`config.mk`:
```
export PLATFORM = sky130hd
export DESIGN_NAME = mvsm_cell
export DESIGN_NICKNAME = d
export VERILOG_FILES = /design/src/sv/mvsm_pkg.sv /design/src/sv/mvsm_cell.sv
export SDC_FILE = /design/constraint.sdc
export NUM_CORES = 1
export LEC_CHECK = 0
export ABC_AREA = 0
export BUFFER_PORTS_ARGS = -buffer_cell sky130_fd_sc_hd__buf_2
export CORE_MARGIN = 5
export CORE_UTILIZATION = 30
export CTS_CLUSTER_DIAMETER = 150
export DETAILED_ROUTE_END_ITERATION = 6
export PLACE_DENSITY = 0.56
export SYNTH_ARGS = -nofsm -noshare
export SYNTH_HDL_FRONTEND = slang
export SYNTH_SLANG_ARGS = --single-unit
```
`constraint.sdc`:
```
create_clock -name clk_i -period 0.9 [get_ports clk_i]
set_clock_uncertainty 0.05 [all_clocks]
set_input_delay 0 -clock clk_i [delete_from_list [all_inputs] [get_ports clk_i]]
set_output_delay 0 -clock clk_i [all_outputs]
set_load 0.02 [all_outputs]
```
`src/sv/mvsm_pkg.sv`:
```
// Shared constants and types for the multi-voice sample mixer.
package mvsm_pkg;

  localparam int unsigned NumVoices = 32;
  localparam int unsigned VoiceW = 5;
  localparam int unsigned MemDepth = 65536;
  localparam int unsigned MemAddrW = 16;

  // Command codes
  localparam logic [1:0] CmdTick  = 2'd0;
  localparam logic [1:0] CmdStart = 2'd1;
  localparam logic [1:0] CmdStop  = 2'd2;
  localparam logic [1:0] CmdWrite = 2'd3;

  // Per-voice settings held by one cell
  typedef struct packed {
    logic        active;
    logic        looped;
    logic [15:0] base;
    logic [16:0] length;
    logic [16:0] position;
    logic [16:0] volume;
    logic [15:0] pan;
  } voice_t;

  // Control broadcast from the sequencer to all cells
  typedef struct packed {
    logic              start;
    logic              stop;
    logic [VoiceW-1:0] voice;
    logic              shift;
  } cell_ctl_t;

endpackage

```
`src/sv/mvsm_cell.sv`:
```
// One voice cell: holds a voice and rotates it along the ring during a tick.
module mvsm_cell
  import mvsm_pkg::*;
(
  input  logic              clk_i,
  input  logic              rst_ni,
  input  logic [VoiceW-1:0] idx_i,
  input  cell_ctl_t         ctl_i,
  input  voice_t            start_val_i,
  input  voice_t            prev_i,
  output voice_t            voice_o
);

  voice_t voice_q, voice_d;

  // Load on start, clear active on stop, take neighbor on shift
  always_comb begin
    voice_d = voice_q;
    if (ctl_i.shift) begin
      voice_d = prev_i;
    end else if (ctl_i.start && ctl_i.voice == idx_i) begin
      voice_d = start_val_i;
    end else if (ctl_i.stop && ctl_i.voice == idx_i) begin
      voice_d.active = 1'b0;
    end
  end

  always_ff @(posedge clk_i or negedge rst_ni) begin
    if (!rst_ni) begin
      voice_q <= '0;
    end else begin
      voice_q <= voice_d;
    end
  end

  assign voice_o = voice_q;

endmodule

```
# --- After elaboration in Yosys (flattened, before gate mapping) ---
# Cells that the tools add are included.
totals:
  regBits: 85
  in_bits: 185
  output_inout_bits: 85
  wordCells: 16
op_classes:
  eq_ne: 1
  n_mux: 4
  reduce_logical: 4
ops:
  columns: ["cell", "count"]
  rows:
  - ["two-way mux 85 bit", 1]
  - ["two-way mux 84 bit", 1]
  - ["== test 5 bit", 1]
  - ["nonzero test 3 bit", 1]
  - ["logical AND 1 bit", 2]
  - ["two-way mux 1 bit", 2]
  - ["nonzero test 2 bit", 1]

# --- Longest topological paths before layout ---
depth:
  word_depth: 5
  mapped_depth: 7
  depth_no_buf: 4

# --- Least setup slack after synthesis ---
# OpenSTA, ideal clock, no wires.
synth_timing:
  kind: "input port to flip-flop"
  from: "in idx_i[1]"
  to: "reg voice_q (netlist bit voice_o[46])"
  setup_time_ps: 77
  t_arrival_ps: 999
  required_time_ps: 773
  path_slack_ps: -226
  cell_stages: 7
  path_buffers: 3
  path_cell_list: "xnor2_1 -> and4_1 -> buf_2 -> buf_6 -> buf_8 -> a41oi_2 -> a21oi_1"
synth_via:
  elab_chain_len: 3
synth_lines:
  columns: ["item", "line", "rtl"]
  rows:
  - ["start: declaration", "mvsm_cell.sv:7", "input logic [VoiceW-1:0] idx_i,"]
  - ["== test 5 bit", "mvsm_cell.sv:21", "end else if (ctl_i.start && ctl_i.voice == idx_i) begin"]
  - ["logical AND 1 bit", "mvsm_cell.sv:21", null]
  - ["nonzero test 2 bit (no line)", null, null]
  - ["end signal: assignment", "mvsm_cell.sv:32", "voice_q <= voice_d;"]
  - ["end: declaration", "mvsm_cell.sv:14", "voice_t voice_q, voice_d;"]
# Every way passes these cells.
# A chain may end at the register's enable or synchronous reset.

# --- Worst setup path in the final report ---
layout_timing:
  from: "in idx_i[0]"
  to: "reg voice_q (netlist bit voice_o[39])"
# The elaborated chain is that of the path after synthesis.

==> impl_metrics.csv <==
group,metric,value,unit
outcome,status,"finished with violations",
outcome,failed_checks,"setup timing",
route,drt_pass1_iterations,5,
critical_path,cp.arrival,1.21,ns
floorplan,floorplan.core_area,15900,sq um
critical_path,startpoint,"idx_i[0]",
clocking,ctsLongestPathBuffers,2,
critical_path,timing.reg2reg.setup_slack,0.01,ns
clocking,cts_htree_levels,3,
power_and_ir_drop,switching_share,0.312,
synthesis,synth-warning-count,0,
critical_path,crit_fanout,9,
final_layout,area_added_between_synthesis_and_finish,106,%
power_and_ir_drop,comb_power_share,0.366,
floorplan,design.portCount,270,
power_and_ir_drop,cellPowerDensity,1290,nW/um^2
floorplan,area_of_the_die,19000,sq um
route,postRouteAntennaNets,0,
grt,grt_use_total,0.228,
final_layout,largest_register_ff_count,85,
synthesis,avgSynthCellArea,9.78,sq um
floorplan,die_w,138,um
sta,worstMarginPinSlew,0.295,ns
final_layout,drive_gt1_frac,0.443,
floorplan,fp.dieH,138,um
grt,grt_start_max_net_pins,86,
synthesis,yosys_register_bits,85,
sta,slew-limit-headroom,0.803,
clocking,clockRootBuffer,"sky130_fd_sc_hd__clkbuf_16",
synthesis,netlist-cell-type-count,16,
floorplan,num_rows,46,
placed_design,place_congestion,0.781,
clocking,numCtsBuffers,9,
critical_path,worstSetupStartpointType,"primary input",
critical_path,startpoint_to_endpoint_class_of_the_critical_path,"in -> reg",
synthesis,synth_fp_nets,685,
critical_path,timing.rr.end,"voice_o[82]",
synthesis,syn_inst,500,
placed_design,place.detailed.hpwl,13300,um
grt,antenna_violations_before_repair,0,
sta,period_minus_ws_final,1.00,ns
clocking,insertion_delay,0.34,ns
route,drc_errors,0,
final_layout,post_layout_inst_area,10100,sq um
sta,setup_total_negative_slack,-5.28,ns
final_layout,nets,1139,
synthesis,netlist_area,4890,sq um
clocking,numClockSinks,85,
route,drt_first_iter_violations,317,
power_and_ir_drop,seqPwrFrac,0.346,
final_layout,fin_cells,1178,
critical_path,cp.required,1.11,ns
power_and_ir_drop,clock_power_share,0.288,
clocking,tritoncts,"yes",
sta,timing_max_transition_violations_final,0,
sta,rsz0062_at_grt,"yes",
power_and_ir_drop,irDropWorstVdd,0.847,mV
placed_design,io_buffer_count,269,
placed_design,numPlacedInstances,958,
power_and_ir_drop,power_leakage,0.00414,uW
sta,timing.final.crit_share,1.11,
critical_path,rr_startpoint,"voice_o[82]",
critical_path,critPathCaptureType,"register",
grt,overflow,0,
placed_design,detailed_place.area,6950,sq um
sta,hold_fails_final_rpt,0,
sta,fin_ws,-0.102,ns
clocking,clk_transition_reported_paths,0.06,ns
floorplan,start_util,0.307,
sta,final_setup_fails,157,
final_layout,final.fill_count,1173,
route,drt-wirelength-per-cell,20.7,um
route,postRouteWirelength,24400,um
route,vias,6364,
hold_path,min_path_type,"in -> async",
critical_path,setup.worst_path.end,"voice_o[39]",
route,via_per_inst,5.40,
sta,max_freq,0.998,GHz
synthesis,synth_sequential_area_ratio,0.435,
grt,grt_first_pass_wirelength,33700,um
power_and_ir_drop,internal_power,8920,uW
grt,grt_pass1_vias,6482,
critical_path,r2r_cells,3,
run,max-cap-violations,0,
power_and_ir_drop,power.switching,4040,uW
==> cell type report <==
cell class | instances | area (sq um) | share of cell area
repair buffers | 508 | 4590 | 0.456
multi-input cells | 350 | 2780 | 0.277
flip-flops and latches | 85 | 2130 | 0.211
well taps | 216 | 270 | 0.0268
clock buffers | 15 | 258 | 0.0256
clock inverters | 1 | 30.0 | 0.00298
diodes | 3 | 7.51 | 0.000746
==> Yosys cell counts (all sizes together) <==
cell    count  area share
buf        27       0.039
nand4       1      0.0013
nor2b      85        0.11
a21oi      85       0.087
clkbuf     39       0.030
and4        1      0.0018
a41oi      85        0.20
nand2       1     0.00077
dfrtp      85        0.43
o21ai      86       0.088
xnor2       5       0.010
==> cell usage in the layout, fill, tap and decap left out, types with 3 or more instances in the layout <==
cell type,count
sky130_fd_sc_hd__buf_2,175
sky130_fd_sc_hd__dlygate4sd3_1,174
sky130_fd_sc_hd__buf_6,94
sky130_fd_sc_hd__nor2b_1,85
sky130_fd_sc_hd__dfrtp_1,85
sky130_fd_sc_hd__a21oi_1,71
sky130_fd_sc_hd__a41oi_2,52
sky130_fd_sc_hd__o21ai_0,42
sky130_fd_sc_hd__o21ai_1,39
sky130_fd_sc_hd__buf_4,33
sky130_fd_sc_hd__a41oi_1,32
sky130_fd_sc_hd__buf_12,22
sky130_fd_sc_hd__a21oi_2,14
sky130_fd_sc_hd__clkbuf_16,13
sky130_fd_sc_hd__xnor2_4,5
sky130_fd_sc_hd__o21ai_2,5
sky130_fd_sc_hd__clkbuf_1,5
sky130_fd_sc_hd__diode_2,3
sky130_fd_sc_hd__buf_16,3
sky130_fd_sc_hd__buf_8,3
==> worst min-delay path by stage <==
| stage | from | to | slack (ns) | cells after the start |
|---|---|---|---|---|
| final | rst_ni | voice_o[67] | 0.009 | 2 |
| after global routing | rst_ni | voice_o[76] | 0.01 | 2 |
| after CTS | rst_ni | voice_o[76] | -0.002 | 2 |
| after detailed placement | rst_ni | voice_o[67] | -0.18 | 1 |
| after global placement | rst_ni | voice_o[71] | -0.17 | 1 |
| after floorplan | rst_ni | voice_o[0] | -0.35 | 0 |
==> kinds of logic after synthesis <==
family / count (synthesis) / share of synthesized area
buffers and inverters: 66 / 0.0688
AOI/OAI and AO/OA: 256 / 0.373
xor gates and xnor gates: 5 / 0.0105
DFF: 85 / 0.435
and+or+nand+nor: 88 / 0.113
==> timing repair <==
item                       CTS  global route
setup endpoints to repair  152           171
hold endpoints to repair   170             0
resized for setup          186            74
hold buffers               174             0
buffers inserted             7            10
pin swaps                    7             6
cloned                       3             7
==> layer usage <==
metal,GRT usage,vias to the layer above,routed length (um)
met1,0.270,3064,9120
met2,0.382,390,12000
met5,0,-,0
met4,0.129,0,1250
li1,-,2808,-
met3,0.0471,102,2000
==> worst max-delay path, stage by stage <==
cell	delay [ns]
sky130_fd_sc_hd__buf_8	0.11
sky130_fd_sc_hd__xnor2_4	0.18
sky130_fd_sc_hd__and4_4	0.37
sky130_fd_sc_hd__buf_12	0.15
sky130_fd_sc_hd__clkbuf_16	0.16
sky130_fd_sc_hd__a41oi_2	0.09
sky130_fd_sc_hd__a21oi_1	0.15
==> power groups by stage <==
stage,clock network (uW),registers [uW],logic (uW)
finish,3730,4490,4750
detailed placement,0,4450,3220
global placement,0,4440,3170
CTS,3860,4480,4390
floorplan,0,4900,1220
global route,3960,4520,5030
==> stage by stage <==
stage	util	power, uW	setup WS (ns)	hold slack [ns]
finish	0.632	13000	-0.102	0.00944
global route	0.631	13500	-0.151	0.0142
CTS	0.610	12700	-0.0657	-0.00151
detailed placement	0.436	7670	-0.449	-0.177
global placement	0.436	7610	-0.398	-0.174
floorplan	-	6120	-0.171	-0.346
Note: power is estimated with default switching activity, not from simulation.
